`src/prw_pkg.sv`:
```
// shared types and constants of the particle weight resampler
`default_nettype none
package prw_pkg;

  localparam int MAX_PARTICLES = 64;
  localparam int WEIGHT_BITS   = 16;
  localparam int FRAC_BITS     = 16;
  localparam int THR_W         = 15;
  localparam int CNT_W         = 7;
  localparam int IDX_W         = $clog2(MAX_PARTICLES);
  localparam int CUM_W         = WEIGHT_BITS + IDX_W;
  localparam int SQ_W          = 2 * WEIGHT_BITS + IDX_W;
  localparam int MUL_A_W       = CUM_W;
  localparam int MUL_B_W       = SQ_W;
  localparam int MUL_W         = MUL_A_W + MUL_B_W;
  localparam int LHS_W         = 2 * CUM_W + 8;
  localparam int RHS_W         = THR_W + SQ_W;
  localparam int POS_W         = 2 * CUM_W;
  localparam int SCL_W         = CUM_W + CNT_W;
  localparam int CFG_IDX_W     = 1;
  localparam int CFG_DATA_W    = THR_W;

  localparam logic [CFG_IDX_W-1:0] CFG_PARTICLE_COUNT = 1'd0;
  localparam logic [CFG_IDX_W-1:0] CFG_NEFF_THRESHOLD = 1'd1;

  localparam logic [CNT_W-1:0] COUNT_RESET     = 7'd30;
  localparam logic [THR_W-1:0] THRESHOLD_RESET = 15'd3840;

  typedef struct packed {
    logic [15:0] weight;
    logic [15:0] random_offset;
  } in_t;

  typedef struct packed {
    logic [5:0] source_index;
    logic       resampled;
    logic       last_of_run;
  } out_t;

  typedef struct packed {
    logic             en;
    logic [IDX_W-1:0] addr;
    logic [CUM_W-1:0] data;
  } wr_t;

endpackage
`default_nettype wire

```
`src/prw_cum_store.sv`:
```
// cumulative weight memory, one write and one registered read port
`default_nettype none
module prw_cum_store (
  input  wire logic                      clk,
  input  wire prw_pkg::wr_t              wr,
  input  wire logic [prw_pkg::IDX_W-1:0] rd_addr,
  output logic      [prw_pkg::CUM_W-1:0] rd_data
);

  logic [prw_pkg::CUM_W-1:0] mem [prw_pkg::MAX_PARTICLES];
  logic [prw_pkg::CUM_W-1:0] rd_data_r;

  always_ff @(posedge clk) begin
    if (wr.en) begin
      mem[wr.addr] <= wr.data;
    end
    rd_data_r <= mem[rd_addr];
  end

  assign rd_data = rd_data_r;

endmodule
`default_nettype wire

```
`src/particle_weight_resampler.sv`:
```
// top level: weight loading, effective sample size test and systematic resampling
//
// channel   signals                              transfer when
// input     start, busy, in_data                 start high and busy low
// result    out_valid, out_data                  out_valid high, one cycle each
// config    cfg_we, cfg_index, cfg_wdata         cfg_we high
//
// loading takes one weight per cycle with busy low throughout
// the item closing a round starts the test on the shared multiplier
// in states ST_MUL_A, ST_MUL_B and ST_CMP; each resampled index then
// passes ST_POS, ST_SCALE and ST_TEST, with ST_SCALE and ST_TEST again per
// cumulative entry skipped, paced by the single multiplier and the store read
// synchronous active low reset; the store itself is not cleared
// results are strobed for one cycle and cannot be held off
`default_nettype none
module particle_weight_resampler (
  input  wire logic                           clk,
  input  wire logic                           rst_n,
  input  wire logic                           start,
  output logic                                busy,
  input  wire prw_pkg::in_t                   in_data,
  output logic                                out_valid,
  output prw_pkg::out_t                       out_data,
  input  wire logic                           cfg_we,
  input  wire logic [prw_pkg::CFG_IDX_W-1:0]  cfg_index,
  input  wire logic [prw_pkg::CFG_DATA_W-1:0] cfg_wdata
);

  typedef enum logic [6:0] {
    ST_IDLE  = 7'b0000001,
    ST_MUL_A = 7'b0000010,
    ST_MUL_B = 7'b0000100,
    ST_CMP   = 7'b0001000,
    ST_POS   = 7'b0010000,
    ST_SCALE = 7'b0100000,
    ST_TEST  = 7'b1000000
  } state_t;

  state_t                          state_r, state_nxt;
  logic [prw_pkg::CNT_W-1:0]       count_r, count_nxt;
  logic [prw_pkg::THR_W-1:0]       thr_r, thr_nxt;
  logic [prw_pkg::CUM_W-1:0]       total_r, total_nxt;
  logic [prw_pkg::SQ_W-1:0]        sq_r, sq_nxt;
  logic [prw_pkg::CNT_W-1:0]       load_r, load_nxt;
  logic [15:0]                     off_r, off_nxt;
  logic [prw_pkg::IDX_W-1:0]       idx_r, idx_nxt;
  logic [prw_pkg::IDX_W-1:0]       m_r, m_nxt;
  logic [prw_pkg::MUL_W-1:0]       prod_r;
  logic [prw_pkg::LHS_W-1:0]       lhs_r, lhs_nxt;
  logic [prw_pkg::POS_W-1:0]       pos_r, pos_nxt;
  logic                            out_valid_r, out_valid_nxt;
  prw_pkg::out_t                   out_data_r, out_data_nxt;

  logic [prw_pkg::CNT_W-1:0]       n_eff;
  logic [prw_pkg::CNT_W-1:0]       n_last;
  logic [prw_pkg::MUL_A_W-1:0]     mul_a;
  logic [prw_pkg::MUL_B_W-1:0]     mul_b;
  logic [prw_pkg::MUL_W-1:0]       mul_p;
  logic [prw_pkg::WEIGHT_BITS-1:0] w;
  logic [prw_pkg::CUM_W-1:0]       cum_rd;
  logic [prw_pkg::CUM_W-1:0]       stride;
  logic                            accept;
  logic                            advance;
  logic                            is_last;
  prw_pkg::wr_t                    wr;

  always_comb begin
    priority if (count_r == '0) begin
      n_eff = prw_pkg::CNT_W'(1);
    end else if (count_r > prw_pkg::CNT_W'(prw_pkg::MAX_PARTICLES)) begin
      n_eff = prw_pkg::CNT_W'(prw_pkg::MAX_PARTICLES);
    end else begin
      n_eff = count_r;
    end
  end

  assign n_last = n_eff - prw_pkg::CNT_W'(1);
  assign accept = start && (state_r == ST_IDLE);
  assign w      = in_data.weight[prw_pkg::WEIGHT_BITS-1:0];
  assign stride = {m_r, prw_pkg::FRAC_BITS'(0)} + prw_pkg::CUM_W'(off_r);

  // shared multiplier operand selection
  always_comb begin
    mul_a = '0;
    mul_b = '0;
    unique case (state_r)
      ST_IDLE: begin
        mul_a = prw_pkg::MUL_A_W'(w);
        mul_b = prw_pkg::MUL_B_W'(w);
      end
      ST_MUL_A: begin
        mul_a = total_r;
        mul_b = prw_pkg::MUL_B_W'(total_r);
      end
      ST_MUL_B: begin
        mul_a = prw_pkg::MUL_A_W'(thr_r);
        mul_b = sq_r;
      end
      ST_POS: begin
        mul_a = stride;
        mul_b = prw_pkg::MUL_B_W'(total_r);
      end
      ST_SCALE: begin
        mul_a = cum_rd;
        mul_b = prw_pkg::MUL_B_W'(n_eff);
      end
      ST_CMP, ST_TEST: begin
        mul_a = '0;
        mul_b = '0;
      end
      default: begin
        mul_a = '0;
        mul_b = '0;
      end
    endcase
  end

  assign mul_p = prw_pkg::MUL_W'(mul_a) * prw_pkg::MUL_W'(mul_b);

  assign advance = (prw_pkg::CNT_W'(idx_r) < n_last) &&
                   ({1'b0, pos_r} >
                    {prod_r[prw_pkg::SCL_W-1:0], prw_pkg::FRAC_BITS'(0)});
  assign is_last = (prw_pkg::CNT_W'(m_r) == n_last);

  always_comb begin
    state_nxt     = state_r;
    count_nxt     = count_r;
    thr_nxt       = thr_r;
    total_nxt     = total_r;
    sq_nxt        = sq_r;
    load_nxt      = load_r;
    off_nxt       = off_r;
    idx_nxt       = idx_r;
    m_nxt         = m_r;
    lhs_nxt       = lhs_r;
    pos_nxt       = pos_r;
    out_valid_nxt = 1'b0;
    out_data_nxt  = out_data_r;
    wr.en         = 1'b0;
    wr.addr       = load_r[prw_pkg::IDX_W-1:0];
    wr.data       = total_r + prw_pkg::CUM_W'(w);

    unique case (state_r)
      ST_IDLE: begin
        if (accept) begin
          total_nxt = total_r + prw_pkg::CUM_W'(w);
          sq_nxt    = sq_r + mul_p[prw_pkg::SQ_W-1:0];
          load_nxt  = load_r + prw_pkg::CNT_W'(1);
          wr.en     = 1'b1;
          if (load_nxt >= n_eff) begin
            off_nxt   = in_data.random_offset;
            state_nxt = ST_MUL_A;
          end
        end
      end
      ST_MUL_A: begin
        state_nxt = ST_MUL_B;
      end
      ST_MUL_B: begin
        lhs_nxt   = {prod_r[prw_pkg::LHS_W-9:0], 8'd0};
        state_nxt = ST_CMP;
      end
      ST_CMP: begin
        if (prw_pkg::RHS_W'(lhs_r) < prod_r[prw_pkg::RHS_W-1:0]) begin
          idx_nxt   = '0;
          m_nxt     = '0;
          state_nxt = ST_POS;
        end else begin
          out_valid_nxt             = 1'b1;
          out_data_nxt.source_index = '0;
          out_data_nxt.resampled    = 1'b0;
          out_data_nxt.last_of_run  = 1'b1;
          total_nxt                 = '0;
          sq_nxt                    = '0;
          load_nxt                  = '0;
          state_nxt                 = ST_IDLE;
        end
      end
      ST_POS: begin
        pos_nxt   = mul_p[prw_pkg::POS_W-1:0];
        state_nxt = ST_SCALE;
      end
      ST_SCALE: begin
        state_nxt = ST_TEST;
      end
      ST_TEST: begin
        if (advance) begin
          idx_nxt   = idx_r + prw_pkg::IDX_W'(1);
          state_nxt = ST_SCALE;
        end else begin
          out_valid_nxt             = 1'b1;
          out_data_nxt.source_index = 6'(idx_r);
          out_data_nxt.resampled    = 1'b1;
          out_data_nxt.last_of_run  = is_last;
          if (is_last) begin
            total_nxt = '0;
            sq_nxt    = '0;
            load_nxt  = '0;
            state_nxt = ST_IDLE;
          end else begin
            m_nxt     = m_r + prw_pkg::IDX_W'(1);
            state_nxt = ST_POS;
          end
        end
      end
      default: begin
        state_nxt = ST_IDLE;
      end
    endcase

    if (cfg_we) begin
      unique case (cfg_index)
        prw_pkg::CFG_PARTICLE_COUNT: begin
          count_nxt = cfg_wdata[prw_pkg::CNT_W-1:0];
          total_nxt = '0;
          sq_nxt    = '0;
          load_nxt  = '0;
        end
        prw_pkg::CFG_NEFF_THRESHOLD: begin
          thr_nxt = cfg_wdata[prw_pkg::THR_W-1:0];
        end
        default: begin
          thr_nxt = thr_r;
        end
      endcase
    end
  end

  always_ff @(posedge clk) begin
    if (!rst_n) begin
      state_r     <= ST_IDLE;
      count_r     <= prw_pkg::COUNT_RESET;
      thr_r       <= prw_pkg::THRESHOLD_RESET;
      total_r     <= '0;
      sq_r        <= '0;
      load_r      <= '0;
      off_r       <= '0;
      idx_r       <= '0;
      m_r         <= '0;
      out_valid_r <= 1'b0;
    end else begin
      state_r     <= state_nxt;
      count_r     <= count_nxt;
      thr_r       <= thr_nxt;
      total_r     <= total_nxt;
      sq_r        <= sq_nxt;
      load_r      <= load_nxt;
      off_r       <= off_nxt;
      idx_r       <= idx_nxt;
      m_r         <= m_nxt;
      out_valid_r <= out_valid_nxt;
    end
  end

  always_ff @(posedge clk) begin
    prod_r     <= mul_p;
    lhs_r      <= lhs_nxt;
    pos_r      <= pos_nxt;
    out_data_r <= out_data_nxt;
  end

  prw_cum_store u_store (
    .clk     (clk),
    .wr      (wr),
    .rd_addr (idx_nxt),
    .rd_data (cum_rd)
  );

  assign busy      = (state_r != ST_IDLE);
  assign out_valid = out_valid_r;
  assign out_data  = out_data_r;

endmodule
`default_nettype wire

```
`config.mk`:
```
export PLATFORM = sky130hd
export DESIGN_NAME = particle_weight_resampler
export DESIGN_NICKNAME = d
export VERILOG_FILES = /design/src/prw_pkg.sv /design/src/prw_cum_store.sv /design/src/particle_weight_resampler.sv
export SDC_FILE = /design/constraint.sdc
export NUM_CORES = 2
export LEC_CHECK = 0
export BUFFER_PORTS_ARGS = -buffer_cell sky130_fd_sc_hd__buf_2
export CORE_UTILIZATION = 55
export DETAILED_ROUTE_END_ITERATION = 8
export PLACE_DENSITY = 0.74
export SYNTH_ARGS = -nofsm -noshare
export SYNTH_HDL_FRONTEND = slang
export SYNTH_SLANG_ARGS = --single-unit
```
`constraint.sdc`:
```
create_clock -name clk -period 28.8 [get_ports clk]
set_input_delay 5.76 -clock clk [delete_from_list [all_inputs] [get_ports clk]]
set_output_delay 5.76 -clock clk [all_outputs]
set_load 0.005 [all_outputs]
```
; ---- Word level (Yosys, flattened, before mapping)
; Memory sizes are Yosys's and may differ from the RTL's. A register that Yosys moved wholly into a read port is not among the register bits.
; Index checks and enable logic that the tools add are counted.
[totals]
memories = 1
input_bits = 52
output_inout_bits = 10
elab_cells = 105
ramBits = 1408
ff_bits = 274
[classes]
addsub = 7
n_eq_ne = 15
reduce_logical = 11
order_cmp = 5
n_bitwise = 1
mul = 1
mux = 48
[memory_table]
columns = name, words, width, read_ports, rd_ports_with_merged_regs, write_ports, line_no
row1 = u_store.mem, 64, 22, 1, 1, 1, prw_cum_store.sv:10  ; logic [prw_pkg::CUM_W-1:0] mem [prw_pkg::MAX_PARTICLES];
[ops]
columns = operator, count
row1 = 38-bit 2-to-1 mux, 6
row2 = 38-bit case mux with 4 select lines, 1
row3 = 22-bit 2-to-1 mux, 6
row4 = 38-bit case mux with 3 select lines, 1
row5 = 22-bit case mux with 5 select lines, 1
row6 = 7-bit 2-to-1 mux, 10
row7 = 22-bit case mux with 3 select lines, 1
row8 = 52-bit by 53-bit < comparator with 1-bit output, 1
row9 = 22-bit by 38-bit multiplier with 53-bit output, 1
row10 = 7-bit case mux with 7 select lines, 1
row11 = 44-bit by 45-bit > comparator with 1-bit output, 1
row12 = 22-bit by 16-bit adder with 22-bit output, 2
row13 = 38-bit adder, 1
row14 = 6-bit 2-to-1 mux, 6
row15 = 6-bit case mux with 2 select lines, 2
row16 = 7-bit case mux with 3 select lines, 1
row17 = 8-bit 2-to-1 mux, 2
row18 = 8-bit case mux with 2 select lines, 1
row19 = "6-bit by 1-bit adder with 6-bit output, second input constant", 2
row20 = 5-bit 2-to-1 mux, 2
row21 = "2-bit != test, second input constant", 5
row22 = "7-bit by 1-bit adder with 7-bit output, second input constant", 1
row23 = 6-bit by 7-bit == test with 1-bit output, 1
row24 = "7-bit by 1-bit == test with 1-bit output, second input constant", 1
row25 = other kinds (22), 31

; ---- Longest topological paths before layout
[logic_depth]
ltp_word = 10
mapped_depth = 49
ltp_nobuf = 44

; ---- By module
; Synthesis repeated with hierarchy kept, for this count alone.
[unflattened]
hier_cells = 6594
hier_area_um2 = 92942.9
[by_module_without_submodules]
columns = mod, cells_per_inst, area_per_inst_um2, seq_area_each_um2, instances
row1 = prw_cum_store, 2349, 54260.8, 42721.0, 1
row2 = particle_weight_resampler, 4245, 38682.1, 6446.2, 1

; ---- Least setup slack after synthesis
; Ideal clock, no wire load.
[synth_timing]
kind = input port to flip-flop
startpoint = input in_data[23] (netlist bit)
endpoint = register sq_r[29] (netlist bit)
setup_time_ns = 0.128
t_required_ns = 28.672
stages = 40
n_path_buf = 0
arrival_time_ns = 14.060
slack_ns = 14.613
path_cell_list = a22oi_1 nand2_1 a211oi_1 nor2_1 fa_1 fa_1 inv_1 fa_1 inv_1 fa_1 inv_1 fa_1 inv_1 fa_1 inv_1 fa_1 inv_1 ha_1 [... 4 more ...] o21ai_0 a21oi_1 nor2_1 nor2_1 xnor2_1 ha_1 nand3_1 nor2_1 a221oi_1 o21ai_0 a41oi_1 nor2b_1 o21ai_0 a21o_1 a21oi_1 xnor2_1 a22oi_1 nor2_1
[synth_between]
elab_chain_cells = 7
elab_cells_between_ends = 8
cone_classes = add/sub: 1 / mul: 1 / mux: 6
[synth_rtl]
columns = element, line_no
row1 = from (decl), particle_weight_resampler.sv:21  ; input wire prw_pkg::in_t in_data,
row2 = 22-bit case mux with 5 select lines / 38-bit case mux with 4 select lines (equally long branches), particle_weight_resampler.sv:86  ; unique case (state_r)
row3 = 22-bit by 38-bit multiplier with 53-bit output (*), particle_weight_resampler.sv:118  ; assign mul_p = prw_pkg::MUL_W'(mul_a) * prw_pkg::MUL_W'(mul_b);
row4 = "named net mul_p, one bit", particle_weight_resampler.sv:58  ; logic [prw_pkg::MUL_W-1:0] mul_p;
row5 = 38-bit adder (*), particle_weight_resampler.sv:147  ; sq_nxt = sq_r + mul_p[prw_pkg::SQ_W-1:0];
row6 = 38-bit 2-to-1 mux (*), particle_weight_resampler.sv:145  ; if (accept) begin
row7 = 38-bit case mux with 3 select lines (*), particle_weight_resampler.sv:143  ; unique case (state_r)
row8 = 38-bit 2-to-1 mux, particle_weight_resampler.sv:212  ; unique case (cfg_index)
row9 = 38-bit 2-to-1 mux (*), particle_weight_resampler.sv:211  ; if (cfg_we) begin
row10 = to (signal assigned), particle_weight_resampler.sv:246  ; sq_r <= sq_nxt;
row11 = to (decl), particle_weight_resampler.sv:43  ; logic [prw_pkg::SQ_W-1:0] sq_r, sq_nxt;
; Mark *: on every way through the listed nets, which the timed path passes. The rest lies on a longest branch.
; A chain may end at the register's enable or synchronous reset.

; ---- Worst setup path in the final report
[layout_timing]
startpoint = input in_data[26] (netlist bit)
endpoint = register sq_r[29] (netlist bit)
; The elaborated chain is that of the path after synthesis.

==> out/summary.txt <==
outcome -> finished, violations left
failing checks -> max-capacitance violations, max-slew violations
H-tree Lvls -> 4
Design Power -> 9.55 mW
Die X -> 416 µm
routed len/inst -> 25.9 µm
vias in the first global route -> 64697
Max Fanout on Critical Path -> 19
Post-Synthesis Cell Area -> 94100 µm²
clock skew -> 0.0670 ns
net switching power -> 3.83 mW
setup ws final -> 13.83 ns
CORE AREA -> 170000 µm²
starting density of the core -> 0.555
largest net degree at the start of global routing -> 176
Ports -> 62
Die Y -> 416 µm
final worst-path cycle share -> 0.520
CTS root buf -> clkbuf_16
total negative slack -> 0 ns
full die area -> 173000 µm²
DRC -> 0
CTS tree -> built
via/cell ratio -> 6.10
Worst Hold Class -> flop to flop
Hold Path Origin -> prod_r[41]$_DFF_P_
Reg-to-Reg End -> sq_r[29]$_SDFF_PN0_
clock buffer depth -> 3
CP max stage delay -> 0.80 ns
clk_lat worst skew -> 0.84 ns
Pint -> 5.72 mW
crit path max-delay cell type -> nand2_1
Hold Path Sink -> lhs_r[49]$_DFFE_PN_
Hold Path Depth -> 0
Pwr per Cell Area -> 92.9 nW/µm²
Logic pwr share -> 0.465
Iteration-0 DRC Markers -> 7828
Yosys cell types -> 94
Nets -> 9340
DPL Wire Length -> 184 mm
Via Count -> 65085
first-pass GRT wire length -> 409 mm
Leak -> 39.7 nW
Rows -> 151
GR Util met1 -> 0.397
Synthesis Warnings -> 0
Seq/Total Area, Yosys -> 0.523
final hold slack -> 0.424 ns
max-cap violations -> 1
Final Cell Area -> 103000 µm²
Worst EP required -> 29.48 ns
# fillers -> 13078
area growth from synthesis to layout -> 9.27%
Num Clock Sinks -> 1704
grt met3 use -> 0.0570
unrepaired setup endpoints after global routing -> false
CTS Hold Bufs -> 0
#FFs+latches synth -> 1704
Worst R2R Path Depth -> 46
Post-DRT Antenna Nets -> 0
Setup-failing EPs final -> 0
WP data arrival -> 15.65 ns
Synth async-reset ratio -> 0
TritonCTS Buffers -> 163
Post-synth EDFFs -> 1504
Placed Instance Area -> 97600 µm²
Worst IR Drop VDD -> 0.223 mV
share of cells above drive strength 1 -> 0.0768
Crit Reg-Reg Startpoint -> state_r[1]$_SDFFE_PN0P_
Post-Syn Instances -> 8255
relative slew slack -> -0.0281
port bufs -> 61
First-pass DRT Iterations -> 7
Reg clk slew, reported paths -> 0.06 ns
Place WS -> 13.17 ns
final hold vios -> 0
Avg Cell Area, Syn -> 11.4 µm²
part of the power in the clock network -> 0.219
met2 usage -> 0.517
critical path class -> input port to flop
maximum clock rate -> 0.0668 GHz
switch share -> 0.401
fin. max-slew vios -> 2
FF-to-FF setup slack -> 16.10 ns
routability cong. -> 0.971
slew at the pin with the worst max-slew slack -> 1.53 ns
dpl cells -> 10363
Layout Utilization -> 0.606
Setup Fix Bufs, Post-CTS -> 0
Crit. End Element -> flop
initial antenna violation count -> 29
GR Overflow Total -> 0
Period minus WS final -> 14.97 ns
sequential share of power -> 0.317
Tot GR Track Use -> 0.319
Layout Cells excl Fill -> 10663
crit start category -> input port
number of gates resized after CTS -> 0
top_reg_cell synth -> edfxtp_1
final wirelength -> 276 mm
gr busiest metal -> met2
## critical path: cells and delay by family
kind	cells	cell delay, ns
xor gates and xnor gates	2	0.33
and+or+nand+nor	8	1.67
buffers and inverters	8	0.47
AOI/OAI and AO/OA	14	3.23
adders and majority gates	9	4.18
## sequential cells by signal, summed over array words and instances, names as in the netlist, 7 cells and up
signal and flops:
out_data 8, thr_r 15, state_r 7, sq_r 38, prod_r 53, total_r 22
off_r 16, load_r 7, pos_r 44, count_r 7, lhs_r 44, u_store.rd_data 22
u_store.mem 1408
## kinds of logic after synthesis
logic type               Yosys count  synth area share
XOR/XNOR                         122            0.0115
AO/OA/AOI/OAI                    714            0.0538
flip-flops                      1704             0.523
buffers and inverters           1203            0.0499
other                              2         0.0000798
adder cells (fa/ha/maj)          978             0.186
AND/OR/NAND/NOR                 3351             0.157
multiplexers                     181            0.0194
## cell usage after synthesis, types with 91 or more instances
master    count  area [µm²]
a21oi_1     118         591
clkbuf_1    300        1130
nand3_1     674        3370
nor2_1      394        1480
ha_1        278        3480
nand2_1    1830        6870
edfxtp_1   1504       45200
mux2i_1     178        1780
a22oi_1      98         736
o21ai_0      91         455
inv_1       761        2860
fa_1        700       14000
nand4_1     114         713
and2_1       96         601
dfxtp_1     200        4000
## metal layers
layer	part of all wire	wire, µm
met5	0.00048	133
met3	0.091	25200
met1	0.36	98300
met4	0.075	20700
met2	0.48	132000
## power groups by stage
stage          logic, mW  clock network [mW]  registers [mW]
5_1_grt             4.81                2.19            3.03
6_report            4.43                2.09            3.03
3_5_place_dp        4.36                   0            3.08
3_3_place_gp        4.32                   0            3.08
4_1_cts             4.40                2.10            3.02
2_1_floorplan       3.01                   0            3.04
## worst max-delay path by stage
stage,from,to,slack [ns],depth (start not counted)
floorplan,in_data[23],sq_r[29]$_SDFF_PN0_,14.61,40
global placement,in_data[26],sq_r[37]$_SDFF_PN0_,13.25,41
detailed placement,in_data[26],sq_r[37]$_SDFF_PN0_,13.17,41
CTS,in_data[26],sq_r[37]$_SDFF_PN0_,14.01,41
global route,in_data[26],sq_r[37]$_SDFF_PN0_,13.26,41
finish,in_data[26],sq_r[29]$_SDFF_PN0_,13.83,41
## cell type report
class,instances,area [µm²],share of cell area
sequential,1704,49200,0.478
multi-input combinational,5430,41000,0.399
clock buffer,207,4340,0.0422
inverter,763,2860,0.0279
tap,2218,2780,0.0270
timing repair buffer,248,1780,0.0174
clock inverter,88,855,0.00831
antenna,5,12.5,0.000122
## layout by cell type, fill, tap and decap left out, types with 39 or more instances in the layout
cell type and n:
o22ai_1 45, inv_1 761, mux2i_1 178, a22oi_1 98, ha_1 277, edfxtp_1 1504
nor2_2 64, conb_1 84, clkbuf_1 39, nand4_1 114, clkbuf_16 167, xnor2_1 68
and2_1 94, buf_2 61, nand2_1 1828, nor2b_1 42, a32oi_1 69, buf_4 181
a21oi_1 117, a21o_1 50, nor2_1 329, dfxtp_1 200, fa_1 699, nand3_1 674
o21ai_0 90
No activity file was read; power rests on OpenSTA's default activity.
